$ cat config.mk
export PLATFORM = sky130hd
export DESIGN_NAME = plw_raster
export DESIGN_NICKNAME = d
export VERILOG_FILES = /design/src/rtl/plw_pkg.sv /design/src/rtl/plw_raster.sv
export SDC_FILE = /design/constraint.sdc
export NUM_CORES = 1
export LEC_CHECK = 0
export BUFFER_PORTS_ARGS = -buffer_cell sky130_fd_sc_hd__clkbuf_2
export CAP_MARGIN = 40
export CORE_MARGIN = 3
export CORE_UTILIZATION = 66
export CTS_CLUSTER_DIAMETER = 40
export DETAILED_ROUTE_END_ITERATION = 10
export PLACE_DENSITY = 0.87
export SLEW_MARGIN = 20
export SYNTH_ARGS = -nofsm -noshare
export SYNTH_HDL_FRONTEND = slang
export SYNTH_SLANG_ARGS = --single-unit
$ cat constraint.sdc
create_clock -name clk -period 14.6 [get_ports clk]
set_clock_uncertainty 0.1 [all_clocks]
set_input_delay 1.46 -clock clk [delete_from_list [all_inputs] [get_ports clk]]
set_output_delay 1.46 -clock clk [all_outputs]
set_load 0.02 [all_outputs]
$ cat src/rtl/plw_pkg.sv
// ----------------------------------------------------------------------------
// plw_pkg
// Shared types and codes for the palette letterbox pixel writer.
// ----------------------------------------------------------------------------
package plw_pkg;

	// command codes on the input channel
	localparam logic [1:0] CMD_PIXEL  = 2'd0;
	localparam logic [1:0] CMD_PAL_WR = 2'd1;
	localparam logic [1:0] CMD_PAL_RD = 2'd2;

	// result kinds
	localparam logic KIND_PIXEL  = 1'b0;
	localparam logic KIND_PAL_RD = 1'b1;

	// configuration register indexes
	localparam logic [1:0] CFG_SRC_WIDTH  = 2'd0;
	localparam logic [1:0] CFG_SRC_HEIGHT = 2'd1;
	localparam logic [1:0] CFG_SCANLINE   = 2'd2;
	localparam logic [1:0] CFG_GREYSCALE  = 2'd3;

	localparam int CFG_IDX_W  = 2;
	localparam int CFG_DATA_W = 9;
	localparam int COLOUR_W   = 24;
	localparam int ADDR_W     = 17;
	localparam int XY_W       = 11;	// framebuffer column/row incl. offsets
	localparam int PROD_W     = 2 * XY_W;

	// luma weights
	localparam logic [7:0] LUMA_R = 8'd77;
	localparam logic [7:0] LUMA_G = 8'd150;
	localparam logic [7:0] LUMA_B = 8'd29;

	// position of one pixel, decided when the beat is taken
	typedef struct packed {
		logic [XY_W-1:0] fb_x;
		logic [XY_W-1:0] fb_y;
		logic            last;
		logic            blank;
		logic            grey;
	} pix_pos_t;

endpackage

$ cat src/rtl/plw_raster.sv
// ----------------------------------------------------------------------------
// plw_raster
// Configuration registers and the source column/row counters. Gives the
// letterboxed framebuffer position of the pixel being taken.
// ----------------------------------------------------------------------------
module plw_raster
	import plw_pkg::*;
#(
	parameter int FRAME_WIDTH       = 320,
	parameter int FRAME_HEIGHT      = 240,
	parameter int MAX_SOURCE_WIDTH  = 256,
	parameter int MAX_SOURCE_HEIGHT = 228
) (
	input  logic                  clk,
	input  logic                  arst_n,
	input  logic                  cfg_we,
	input  logic [CFG_IDX_W-1:0]  cfg_index,
	input  logic [CFG_DATA_W-1:0] cfg_data,
	input  logic                  step,
	output pix_pos_t              pos
);

	localparam int X_BASE = (FRAME_WIDTH - MAX_SOURCE_WIDTH) / 2;
	localparam int Y_BASE = (FRAME_HEIGHT - MAX_SOURCE_HEIGHT) / 2;
	localparam logic [8:0] MAX_W = 9'(MAX_SOURCE_WIDTH);
	localparam logic [7:0] MAX_H = 8'(MAX_SOURCE_HEIGHT);

	logic [8:0] src_w_q;
	logic [7:0] src_h_q;
	logic       scan_q, grey_q;
	logic [7:0] col_q, row_q;

	logic [8:0] w, c_nx, r_nx;
	logic [7:0] h, r_inc, r_a, c0, r0, col_d, row_d;
	logic [8:0] x_off;
	logic [7:0] y_off;
	logic       wrap;

	always_ff @(posedge clk or negedge arst_n) begin
		if (!arst_n) begin
			src_w_q <= MAX_W;
			src_h_q <= MAX_H;
			scan_q  <= 1'b0;
			grey_q  <= 1'b0;
		end else if (cfg_we) begin
			case (cfg_index)
				CFG_SRC_WIDTH:  src_w_q <= cfg_data;
				CFG_SRC_HEIGHT: src_h_q <= cfg_data[7:0];
				CFG_SCANLINE:   scan_q  <= cfg_data[0];
				CFG_GREYSCALE:  grey_q  <= cfg_data[0];
				default: ;
			endcase
		end
	end

	always_comb begin
		w = (src_w_q == '0) ? 9'd1 : ((src_w_q > MAX_W) ? MAX_W : src_w_q);
		h = (src_h_q == '0) ? 8'd1 : ((src_h_q > MAX_H) ? MAX_H : src_h_q);
		x_off = (MAX_W - w) >> 1;
		y_off = (MAX_H - h) >> 1;

		// a shrunk frame may leave the counters out of range
		wrap  = {1'b0, col_q} >= w;
		r_inc = row_q + 8'd1;
		r_a   = wrap ? r_inc : row_q;
		c0    = wrap ? 8'd0 : col_q;
		r0    = (r_a >= h) ? 8'd0 : r_a;

		c_nx = {1'b0, c0} + 9'd1;
		r_nx = {1'b0, r0} + 9'd1;
		if (c_nx >= w) begin
			col_d = 8'd0;
			row_d = (r_nx >= {1'b0, h}) ? 8'd0 : r_nx[7:0];
		end else begin
			col_d = c_nx[7:0];
			row_d = r0;
		end

		pos.fb_x  = XY_W'(X_BASE) + XY_W'(x_off) + XY_W'(c0);
		pos.fb_y  = XY_W'(Y_BASE) + XY_W'(y_off) + XY_W'(r0);
		pos.last  = ({1'b0, c0} == w - 9'd1) && (r0 == h - 8'd1);
		pos.blank = scan_q & r0[0];
		pos.grey  = grey_q;
	end

	always_ff @(posedge clk or negedge arst_n) begin
		if (!arst_n) begin
			col_q <= '0;
			row_q <= '0;
		end else if (step) begin
			col_q <= col_d;
			row_q <= row_d;
		end
	end

endmodule

# == Word-level counts from Yosys, hierarchy flattened ==
# Cells that the tools add are included.
# Widths: inputs -> output; s select.
# word_totals
word_cells,47
regBits,35
# classes
add_sub_neg,11
reduce_logical,8
n_eq_ne,5
bitwise,1
magnitude_cmp,6
muxes,10
# op_table
operator,count
$mux 8,8
$add 8x1->9 const B,2
$mux 9,2
$add 9x8->10,1
$add 6x8->9 const A,1
$add 8x8->9,1
$eq 8x9->1,1
$ge 8x9->1,1
$ge 9x8->1,1
$ge 9x9->1,1
$gt 9x9->1 const B,1
$logic_not 9->1,1
$sub 9x1->9 const B,1
$sub 9x9->9 const A,1
$add 3x7->8 const A,1
$add 8x1->8 const B,1
$eq 8x8->1,1
$ge 8x8->1,1
$gt 8x8->1 const B,1
$logic_not 8->1,1
$reduce_and 2->1,4
$sub 8x1->8 const B,1
$sub 8x8->8 const A,1
$eq 2x2->1 const B,2
4 further kinds,4

# == Depth between registers and ports, before layout ==
# Gate-level depths: netlist of the first run.
# depth
ltp_word,11
ltp_mapped,31
ltp_nobuf,30

# == Worst setup path before layout of the first run ==
# Ideal clock, no wire load.
# synth_timing
path_type,reg2out
startpoint,reg src_w_q[8]
endpoint,out pos[10] (netlist name)
path_stages_with_launch,27
arrival_ps,5440
slack_ps,7600
cell_sequence,dfstp_2 -> buf_2 -> inv_2 -> o21ai_0 -> inv_1 -> ha_1 -> nand2b_1 -> a31oi_1 -> o21a_1 -> buf_6 -> o31ai_1 -> nand2_1 -> ha_1 -> nand4_1 -> nor2_1 -> a211o_1 -> clkbuf_1 -> a21oi_1 -> inv_2 -> ha_1 -> fa_1 -> inv_1 -> a21oi_1 -> o21bai_1 -> a21o_1 -> a21oi_1 -> xnor2_1
# synth_lines
element,line_no,rtl
start: declaration,plw_raster.sv:28,logic [8:0] src_w_q;
start signal: assignment,plw_raster.sv:47,CFG_SRC_WIDTH: src_w_q <= cfg_data;
end: declaration,plw_raster.sv:20,output pix_pos_t pos

==> results of run 1 <==
cells in the mapped netlist, types with 4 or more instances:
cell type,instances,area (um2)
buf_4,4,30.0
nand3_1,23,115
clkbuf_1,11,41.3
o21a_1,5,37.5
o211ai_1,6,45.0
nor3_1,11,55.1
o21ai_1,6,30.0
a22o_1,5,43.8
nand2_1,43,161
a22oi_1,4,30.0
xnor2_1,27,236
o21bai_1,7,52.6
a21o_1,8,60.1
xor2_1,10,87.6
a21oi_1,18,90.1
nor2b_1,4,25.0
a31oi_1,8,50.1
nor2_1,42,158
a211oi_1,8,60.1
nand2b_1,7,43.8
o21ai_0,20,100
inv_1,38,143
dfstp_2,5,131
ha_1,67,838
dfrtp_1,30,751
and2_1,6,37.5
or3_1,5,31.3
mux2_2,18,203
o31ai_1,5,37.5
kinds of logic after synthesis:
family                   after synthesis
adder cells (fa/ha/maj)               69
AND/OR/NAND/NOR                      164
buffers and inverters                 58
XOR/XNOR                              38
other                                  1
flip-flops                            35
AO/OA/AOI/OAI                        126
multiplexers                          21
registers in the layout, indices dropped and copies added (netlist names):
signal / flops
col_q: 8
grey_q: 1
row_q: 8
scan_q: 1
src_h_q: 8
src_w_q: 9
area by class of cell:
cell class	instances	area (um2)	share of cell area (%)
Sequential cell	35	882	19.0
Inverter	40	150	3.23
Timing Repair Buffer	38	208	4.47
Multi-Input combinational cell	421	3190	68.7
Tap cell	75	93.8	2.02
Clock inverter	2	35.0	0.755
Clock buffer	6	82.6	1.78
power by group through the flow:
stage	logic, mW	registers [mW]	clock network (mW)
CTS	0.661	0.156	0.0914
global route	0.738	0.161	0.0968
detailed placement	0.657	0.158	0
global placement	0.632	0.156	0
finish	0.668	0.158	0.0902
floorplan	0.508	0.140	0
per-stage QoR:
stage | instance area, um2 | power (mW) | utilization, % | cells
floorplan | 4310 | 0.648 | - | 514
global placement | 4500 | 0.789 | 73.4 | 608
detailed placement | 4530 | 0.815 | 73.8 | 609
CTS | 4640 | 0.909 | 75.7 | 617
global route | 4640 | 0.996 | 75.7 | 617
finish | 4640 | 0.916 | 75.7 | 617
worst max-delay path by stage:
stage,from,end,cells after the start
after floorplan,src_w_q[8]$_DFFE_PN1P_,pos[10],26
after global placement,src_w_q[3]$_DFFE_PN0P_,pos[11],29
after detailed placement,src_w_q[3]$_DFFE_PN0P_,pos[11],29
after CTS,src_w_q[3]$_DFFE_PN0P_,pos[11],29
after global routing,src_w_q[3]$_DFFE_PN0P_,pos[11],29
final,src_w_q[3]$_DFFE_PN0P_,pos[11],29
per-layer routing:
metal	wire length [um]	global-route usage (%)
met4	189	7.51
met1	4820	41.7
met5	0	0
met3	979	5.99
met2	5160	49.9
worst max-delay path, delay by kind of cell (launching register included):
| kind | cells | cell delay [ns] |
|---|---|---|
| compound gates | 12 | 3.04 |
| simple gates | 8 | 1.33 |
| fa+ha+maj | 4 | 1.05 |
| buf+inv | 5 | 0.50 |
| flops | 1 | 0.44 |
==> flow_metrics.py, run 1 <==
metrics = {
    "status": {
        "status": "finished, final reports clean",
    },
    "cts": {
        "cts_buffers": 5,
        "post_cts.resized_instances": 0,
        "h-tree-depth": 2,
        "cts_hold_buf": 0,
        "clock-sinks": 35,
        "clk-insertion-delay-late_ns": 0.29,
        "cts_root_buf": "clkbuf_8",
        "path_clk_slew_ns": 0.07,
        "cts_setup_buffers": 0,
        "cts_buffer_depth": 2,
        "cts_tree": "yes",
    },
    "grt": {
        "number_of_antenna_violations_at_the_first_check_in_global_routing": 0,
        "grtUsageTotal_pct": 30.6,
        "first_global_vias": 3858,
        "globalRouteOverflowTotal": 0,
        "maximum_number_of_pins_on_one_net_before_global_route_repair": 28,
        "grt_first_pass_wirelength_mm": 18.5,
    },
    "timing": {
        "hold_viol_final": 0,
        "period_needed_ns": 8.20,
        "slew-limit-headroom_pct": 49.9,
        "maxSlewViolCount": 0,
        "final_sum_of_negative_setup_slack_ns": 0,
        "post-route-worst-setup-slack_ns": 6.40,
        "tightestPinTransition_ns": 0.751,
        "holdWs_ns": 0.414,
        "rsz_0062_raised_after_global_routing": "false",
        "final-setup-viol-count": 0,
        "min_period_over_period_pct": 56.2,
        "timing.fmax_ghz": 0.122,
    },
    "worst_setup_path": {
        "cpMostUsedCell": "ha_1",
        "startpoint_type": "register",
        "slowest_delay_ns": 0.66,
        "worst_r2r_path_depth": 29,
        "arrival_ns": 6.64,
        "crit_fanout": 22,
        "timing.critical_path.to_type": "output port",
        "r2r_setup_slack_ns": 7.36,
        "worst_path_max_delay_cell": "o21a_1",
        "timing.rr.end": "row_q[5]$_DFFE_PN0P_",
        "criticalPathCategory": "reg -> out",
        "crit_path_required_time_ns": 13.04,
        "crit-reg2reg-launch": "src_w_q[3]$_DFFE_PN0P_",
    },
    "floorplanning": {
        "dieWidth_um": 86.8,
        "die-area_um2": 7530,
        "start_util_pct": 70.2,
        "core.rowCount": 28,
        "io_pins": 40,
        "floorplan.core_area_um2": 6130,
        "die_h_um": 86.8,
    },
    "logic_synthesis": {
        "synthesis.instances": 512,
        "synth_mux_area_share_pct": 5.41,
        "syn_area_per_cell_um2": 8.41,
        "synth.lib_cells_used.distinct": 71,
        "ys_dominant_reg_cell": "dfrtp_1",
        "synth_area_um2": 4300,
        "ys_ff_latch": 35,
        "count_of_flip_flops_with_a_built_in_enable_after_synthesis": 0,
        "async_flop_share_pct": 100,
        "synthSimpleGateAreaFrac_pct": 19.0,
        "synthesis.yosys.warnings": 0,
        "synth_compound_area_share_pct": 21.1,
        "synth.yosys.seq_area_share_pct": 20.5,
        "synth-adder-area-share_pct": 20.4,
        "dominant_combinational_cell_family_by_area_after_synthesis": "compound AO/OA/AOI/OAI gates",
        "yosys.area_share.xor_xnor_pct": 7.91,
    },
    "pwr": {
        "power.clock.fraction_pct": 9.8,
        "internal-power_mw": 0.432,
        "p_per_area_nw_per_um2": 197,
        "total_switching_power_mw": 0.485,
        "power.share.switching_pct": 52.9,
        "share_seq_of_total_power_pct": 17.3,
        "combinational_share_of_power_pct": 72.9,
        "leakage_nw": 2.20,
        "worst_vdd_rail_ir_drop_v": 0.000226,
    },
    "placement": {
        "globalplace.congestion": 1.01,
        "dpl_worst_slack_ns": 6.77,
        "hpwl_mm": 8.96,
        "buffer_ports.inserted": 36,
    },
    "cells_and_area": {
        "layout_commonest_cell": "ha_1",
        "final.fill_count": 454,
        "share_of_post_route_cells_with_drive_strength_above_1_pct": 15.9,
        "diodes": 0,
        "highest_count_cells_in_the_layout_ignoring_fill_and_taps": "ha_1, nand2_1, nor2_1",
        "nNetsFinal": 625,
        "area.growth.synth_to_final_pct": 7.88,
    },
    "detailed_routing": {
        "post_drt_via_cell_ratio": 6.61,
        "drt_wl_total_mm": 11.2,
        "dr_total_vias": 4078,
        "ant_nets": 0,
        "detail_route.first_pass.iterations": 7,
        "drt-initial-drc-count": 394,
        "drt-wirelength-per-cell_um": 18.1,
        "post-route-drc-count": 0,
    },
    "hold_path": {
        "hold_path_end": "grey_q$_DFFE_PN0P_",
        "min-delay-start": "grey_q$_DFFE_PN0P_",
        "whs_path_depth": 1,
        "hold_path.class": "reg -> reg",
    },
    "flow_run": {
        "max-cap-violations": 0,
    },
}
Note: power is estimated with default switching activity, not from simulation.
==> inputs of run 2 (changes only) <==
- CORE_UTILIZATION: 66 -> 55
- PLACE_DENSITY: 0.87 -> 0.78
- clock period: 14.6 -> 7.4 ns (I/O delays scaled with it)
==> flow_metrics.py, run 2 (synthesis results as in run 1) <==
metrics = {
    "cts": {
        "clock-sinks": 35,
        "cts_root_buf": "clkbuf_8",
        "cts_buffer_depth": 2,
        "clk-insertion-delay-late_ns": 0.30,
        "path_clk_slew_ns": 0.08,
        "cts_tree": "yes",
        "cts_buffers": 5,
        "h-tree-depth": 2,
        "cts_hold_buf": 0,
    },
    "timing": {
        "final-setup-viol-count": 0,
        "final_sum_of_negative_setup_slack_ns": 0,
        "min_period_over_period_pct": 92.3,
        "timing.fmax_ghz": 0.146,
        "maxSlewViolCount": 0,
        "rsz_0062_raised_after_global_routing": "false",
        "hold_viol_final": 0,
        "period_needed_ns": 6.83,
        "tightestPinTransition_ns": 0.665,
        "slew-limit-headroom_pct": 55.4,
    },
    "grt": {
        "number_of_antenna_violations_at_the_first_check_in_global_routing": 0,
        "first_global_vias": 3827,
        "globalRouteOverflowTotal": 0,
        "grt_first_pass_wirelength_mm": 18.1,
        "maximum_number_of_pins_on_one_net_before_global_route_repair": 29,
        "grtUsageTotal_pct": 25.3,
    },
    "detailed_routing": {
        "drt-initial-drc-count": 269,
        "post-route-drc-count": 0,
        "drt_wl_total_mm": 10.8,
        "detail_route.first_pass.iterations": 5,
        "drt-wirelength-per-cell_um": 16.7,
        "dr_total_vias": 4013,
        "post_drt_via_cell_ratio": 6.23,
        "ant_nets": 0,
    },
    "cells_and_area": {
        "fin_area_um2": 4680,
        "register_with_the_highest_flop_count": "src_w_q",
        "nNetsFinal": 628,
        "highest_count_cells_in_the_layout_ignoring_fill_and_taps": "ha_1, nand2_1, nor2_1",
        "share_of_post_route_cells_with_drive_strength_above_1_pct": 16.7,
        "layout_commonest_cell": "ha_1",
        "diodes": 0,
        "area.growth.synth_to_final_pct": 8.81,
        "largest_register_ff_count": 9,
    },
    "worst_setup_path": {
        "cpMostUsedCell": "ha_1",
        "criticalPathCategory": "reg -> out",
        "crit_fanout": 22,
        "timing.critical_path.to_type": "output port",
        "crit_path_required_time_ns": 6.56,
        "startpoint_type": "register",
        "arrival_ns": 5.99,
        "path_delay_family": "compound AO/OA/AOI/OAI gates",
        "timing.critical_path.buf_inv": 5,
        "worst_path_max_delay_cell": "dfrtp_1",
        "slowest_delay_ns": 0.45,
    },
    "flow_run": {
        "max-cap-violations": 0,
    },
    "placement": {
        "hpwl_mm": 8.75,
        "placed_area_um2": 4570,
        "globalplace.congestion": 0.954,
        "buffer_ports.inserted": 36,
    },
    "floorplanning": {
        "die_h_um": 94.5,
        "start_util_pct": 58.1,
        "die-area_um2": 8920,
        "floorplan.core_area_um2": 7410,
        "core.rowCount": 31,
        "dieWidth_um": 94.5,
        "io_pins": 40,
    },
    "pwr": {
        "worst_vdd_rail_ir_drop_v": 0.000438,
        "power.clock.fraction_pct": 8.3,
        "power.share.switching_pct": 54.1,
        "share_seq_of_total_power_pct": 17.5,
        "internal-power_mw": 0.818,
        "combinational_share_of_power_pct": 74.2,
        "total_switching_power_mw": 0.966,
        "leakage_nw": 2.19,
        "p_per_area_nw_per_um2": 381,
    },
    "status": {
        "status": "finished, final reports clean",
    },
    "hold_path": {
        "hold_path.class": "in -> async",
    },
}
-- run 2: cell types whose count changed in the layout (fill, tap and decap cells not counted), moves of 2 or more --
cell	before	now
nor3_1	11	9
nor3_2	0	2
buf_4	1	4
clkinvlp_4	0	2
-- run 2: through the flow --
stage / worst slack [ns] / hold slack [ns] / total power, mW / utilization (%) / cells
floorplan: 1.12 / 0.344 / 1.28 / - / 514
global placement: 0.723 / 0.385 / 1.57 / 61.5 / 635
detailed placement: 0.474 / 0.411 / 1.62 / 61.7 / 636
CTS: 0.151 / 0.180 / 1.78 / 63.0 / 644
global route: 0.0507 / 0.176 / 1.95 / 63.2 / 644
finish: 0.567 / 0.177 / 1.78 / 63.2 / 644
-- run 2: worst register-to-register path, delay by kind of cell (launching register included) --
family,cells,cell delay (ns)
AO/OA/AOI/OAI,10,2.30
flip-flops,1,0.45
AND/OR/NAND/NOR,12,2.24
buffers and inverters,3,0.30
adder cells (fa/ha/maj),4,0.88
XOR/XNOR,1,0.17
-- run 2: routing by layer --
| metal | global-route usage (%) | routed length [um] | up-vias |
|---|---|---|---|
| met3 | 3.03 | 674 | 16 |
| met4 | 6.61 | 136 | 0 |
| met1 | 34.9 | 4940 | 1913 |
| met2 | 41.9 | 5010 | 159 |
| met5 | 0 | 0 | - |
| li1 | - | - | 1925 |
-- run 2: final timing paths --
path | start | end | slack [ns] | cells past startpoint
worst max-delay path | src_w_q[3]$_DFFE_PN0P_ | pos[11] | 0.57 | 29
worst min-delay path | arst_n | src_w_q[3]$_DFFE_PN0P_ | 0.18 | 1
worst max register to register | src_w_q[3]$_DFFE_PN0P_ | row_q[5]$_DFFE_PN0P_ | 0.86 | 30
worst min register to register | scan_q$_DFFE_PN0P_ | scan_q$_DFFE_PN0P_ | 0.42 | 1
max in group asynchronous | arst_n | src_h_q[5]$_DFFE_PN1P_ | 6.54 | 2
min in group clk | scan_q$_DFFE_PN0P_ | scan_q$_DFFE_PN0P_ | 0.42 | 1
-- run 2: cell type report --
type                       count  area [um2]
multi-input combinational    421        3200
fill                         613        2730
sequential                    35         882
timing repair buffer          41         230
inverter                      40         150
tap                           99         124
clock buffer                   5        68.8
clock inverter                 3        23.8
-- run 2: power groups by stage --
stage          Clock [mW]  Combinational [mW]  Sequential, mW
4_1_cts             0.150                1.32           0.308
3_3_place_gp            0                1.26           0.309
5_1_grt             0.158                1.47           0.319
2_1_floorplan           0                1.00           0.277
3_5_place_dp            0                1.31           0.311
6_report            0.148                1.32           0.312
-- run 2: what timing repair did --
| action | CTS | global route |
|---|---|---|
| endpoints found under the setup margin | 0 | 8 |
| resized for setup | 0 | 4 |
| hold endpoints to repair | 0 | 0 |
| buffers inserted | 0 | 0 |
==> inputs of run 3 (changes only) <==
--- a/config.mk
+++ b/config.mk
@@ -7,5 +7,5 @@
 export LEC_CHECK = 0
 export BUFFER_PORTS_ARGS = -buffer_cell sky130_fd_sc_hd__clkbuf_2
-export CAP_MARGIN = 40
+export CAP_MARGIN = 5
 export CORE_MARGIN = 3
 export CORE_UTILIZATION = 55
==> constraint.sdc (replaced) <==
create_clock -name clk -period 7.4 [get_ports clk]
set_clock_uncertainty 0.1 [all_clocks]
set_input_delay 1.11 -clock clk [delete_from_list [all_inputs] [get_ports clk]]
set_output_delay 1.11 -clock clk [all_outputs]
set_load 0.02 [all_outputs]
==> flow_metrics.py, run 3 (synthesis results as in run 1) <==
metrics = {
    "placement": {
        "hpwl_mm": 8.88,
        "numPlacedInstances": 636,
        "globalplace.congestion": 0.903,
        "buffer_ports.inserted": 36,
    },
    "pwr": {
        "total_switching_power_mw": 0.971,
        "leakage_nw": 2.21,
        "internal-power_mw": 0.837,
        "power_mw": 1.81,
        "power.share.switching_pct": 53.7,
        "p_per_area_nw_per_um2": 381,
        "worst_vdd_rail_ir_drop_v": 0.000406,
        "combinational_share_of_power_pct": 74.4,
        "share_seq_of_total_power_pct": 17.4,
        "power.clock.fraction_pct": 8.2,
    },
    "detailed_routing": {
        "detail_route.first_pass.iterations": 5,
        "post_drt_via_cell_ratio": 6.14,
        "drt-initial-drc-count": 290,
        "ant_nets": 0,
        "post-route-drc-count": 0,
        "drt-wirelength-per-cell_um": 17.0,
        "drt_wl_total_mm": 11.0,
        "dr_total_vias": 3965,
    },
    "grt": {
        "globalRouteOverflowTotal": 0,
        "maximum_number_of_pins_on_one_net_before_global_route_repair": 36,
        "first_global_vias": 3749,
        "grt_first_pass_wirelength_mm": 18.3,
        "grtUsageTotal_pct": 25.5,
        "number_of_antenna_violations_at_the_first_check_in_global_routing": 0,
    },
    "cts": {
        "path_clk_slew_ns": 0.08,
        "clk-insertion-delay-late_ns": 0.29,
        "h-tree-depth": 2,
        "cts_buffer_depth": 2,
        "cts_tree": "yes",
        "clock-sinks": 35,
        "cts_buffers": 5,
        "cts_root_buf": "clkbuf_8",
    },
    "timing": {
        "timing.fmax_ghz": 0.140,
        "tightestPinTransition_ns": 0.859,
        "maxSlewViolCount": 0,
        "period_needed_ns": 7.16,
        "hold_viol_final": 0,
        "final_sum_of_negative_setup_slack_ns": 0,
        "min_period_over_period_pct": 96.8,
        "final-setup-viol-count": 0,
        "slew-limit-headroom_pct": 42.7,
    },
    "floorplanning": {
        "dieWidth_um": 94.5,
        "die-area_um2": 8920,
        "die_h_um": 94.5,
        "io_pins": 40,
        "floorplan.core_area_um2": 7410,
        "core.rowCount": 31,
        "start_util_pct": 58.1,
    },
    "worst_setup_path": {
        "timing.critical_path.to_type": "output port",
        "crit_fanout": 10,
        "startpoint_type": "register",
        "arrival_ns": 5.95,
        "criticalPathCategory": "reg -> out",
        "crit_path_required_time_ns": 6.19,
    },
    "status": {
        "status": "finished, final reports clean",
    },
    "cells_and_area": {
        "finalNonFillerCells": 646,
        "share_of_post_route_cells_with_drive_strength_above_1_pct": 18.3,
        "largest_register_ff_count": 9,
        "area.growth.synth_to_final_pct": 10.1,
        "register_with_the_highest_flop_count": "src_w_q",
        "diodes": 0,
        "layout_commonest_cell": "ha_1",
        "highest_count_cells_in_the_layout_ignoring_fill_and_taps": "ha_1, nand2_1, nor2_1",
        "nNetsFinal": 630,
    },
    "flow_run": {
        "max-cap-violations": 0,
    },
    "hold_path": {
        "hold_path.class": "reg -> reg",
    },
}
==> run 3: cell count changes in the layout (fill, tap and decap cells not counted), sizes merged <==
cell,change
buf,+2
==> run 3: per-stage QoR <==
| stage | util [%] | instance area, um2 | hold WS [ns] | setup WS, ns |
|---|---|---|---|---|
| 2_1_floorplan | - | 4310 | 0.372 | 0.750 |
| 3_3_place_gp | 61.6 | 4560 | 0.383 | 0.444 |
| 3_5_place_dp | 61.6 | 4560 | 0.391 | 0.248 |
| 4_1_cts | 62.8 | 4650 | 0.410 | 0.0541 |
| 5_1_grt | 64.0 | 4740 | 0.445 | -0.0416 |
| 6_report | 64.0 | 4740 | 0.410 | 0.238 |
==> run 3: power by group through the flow <==
stage          clock [mW]  combinational [mW]  sequential, mW
2_1_floorplan           0                1.00           0.277
3_3_place_gp            0                1.27           0.310
3_5_place_dp            0                1.30           0.312
4_1_cts             0.152                1.31           0.309
5_1_grt             0.160                1.50           0.323
6_report            0.148                1.35           0.314
==> run 3: path summary, 6_finish.rpt <==
kind                                             start                endpoint  slack [ns]  cells after the start
worst max-delay path            src_w_q[8]$_DFFE_PN1P_                 pos[10]        0.24                     23
worst min-delay path                scan_q$_DFFE_PN0P_      scan_q$_DFFE_PN0P_        0.41                      1
worst max register to register  src_w_q[8]$_DFFE_PN1P_    row_q[5]$_DFFE_PN0P_        0.83                     27
worst min register to register      scan_q$_DFFE_PN0P_      scan_q$_DFFE_PN0P_        0.41                      1
max in group asynchronous                       arst_n    col_q[5]$_DFFE_PN0P_        5.84                      1
min in group asynchronous                       arst_n  src_w_q[3]$_DFFE_PN0P_        0.81                      1
==> run 3: layout make-up <==
type,instances,area (um2)
sequential,35,882
clock inverter,3,23.8
tap,99,124
multi-input combinational,421,3250
clock buffer,5,68.8
timing repair buffer,43,245
inverter,40,150
fill,639,2670
==> run 3: per-layer routing <==
layer / routed length (um) / part of all wire [%] / vias up / global-route usage [%]
li1: - / - / 1921 / -
met4: 178 / 1.6 / 0 / 5.89
met3: 670 / 6.1 / 24 / 2.63
met1: 5120 / 47 / 1851 / 37.9
met2: 4990 / 46 / 169 / 40.0
met5: 0 / 0 / - / 0
==> run 3: worst max-delay path, cell delays in order (launching register included) <==
cell and delay (ns):
dfstp_2 0.62, inv_2 0.12, nand2_1 0.14, ha_1 0.15
and4b_1 0.25, nand3_1 0.17, o21a_4 0.30, buf_12 0.14
or4_4 0.53, nand2_1 0.11, ha_1 0.24, a211oi_1 0.20
nor2_1 0.09, a211o_1 0.38, or4_1 0.58, nand2_2 0.17
ha_1 0.26, ha_1 0.33, inv_1 0.09, o21bai_1 0.10
a21o_1 0.19, a21oi_1 0.17, xnor2_1 0.13, clkbuf_2 0.18
==> run 3: timing repair <==
action | in CTS | in global routing
setup buffers | 0 | 2
pin swaps | 0 | 1
hold buffers | 0 | 0
gates resized for setup | 1 | 13
gates cloned | 0 | 0
setup endpoints to repair | 2 | 4
hold endpoints to repair | 0 | 0
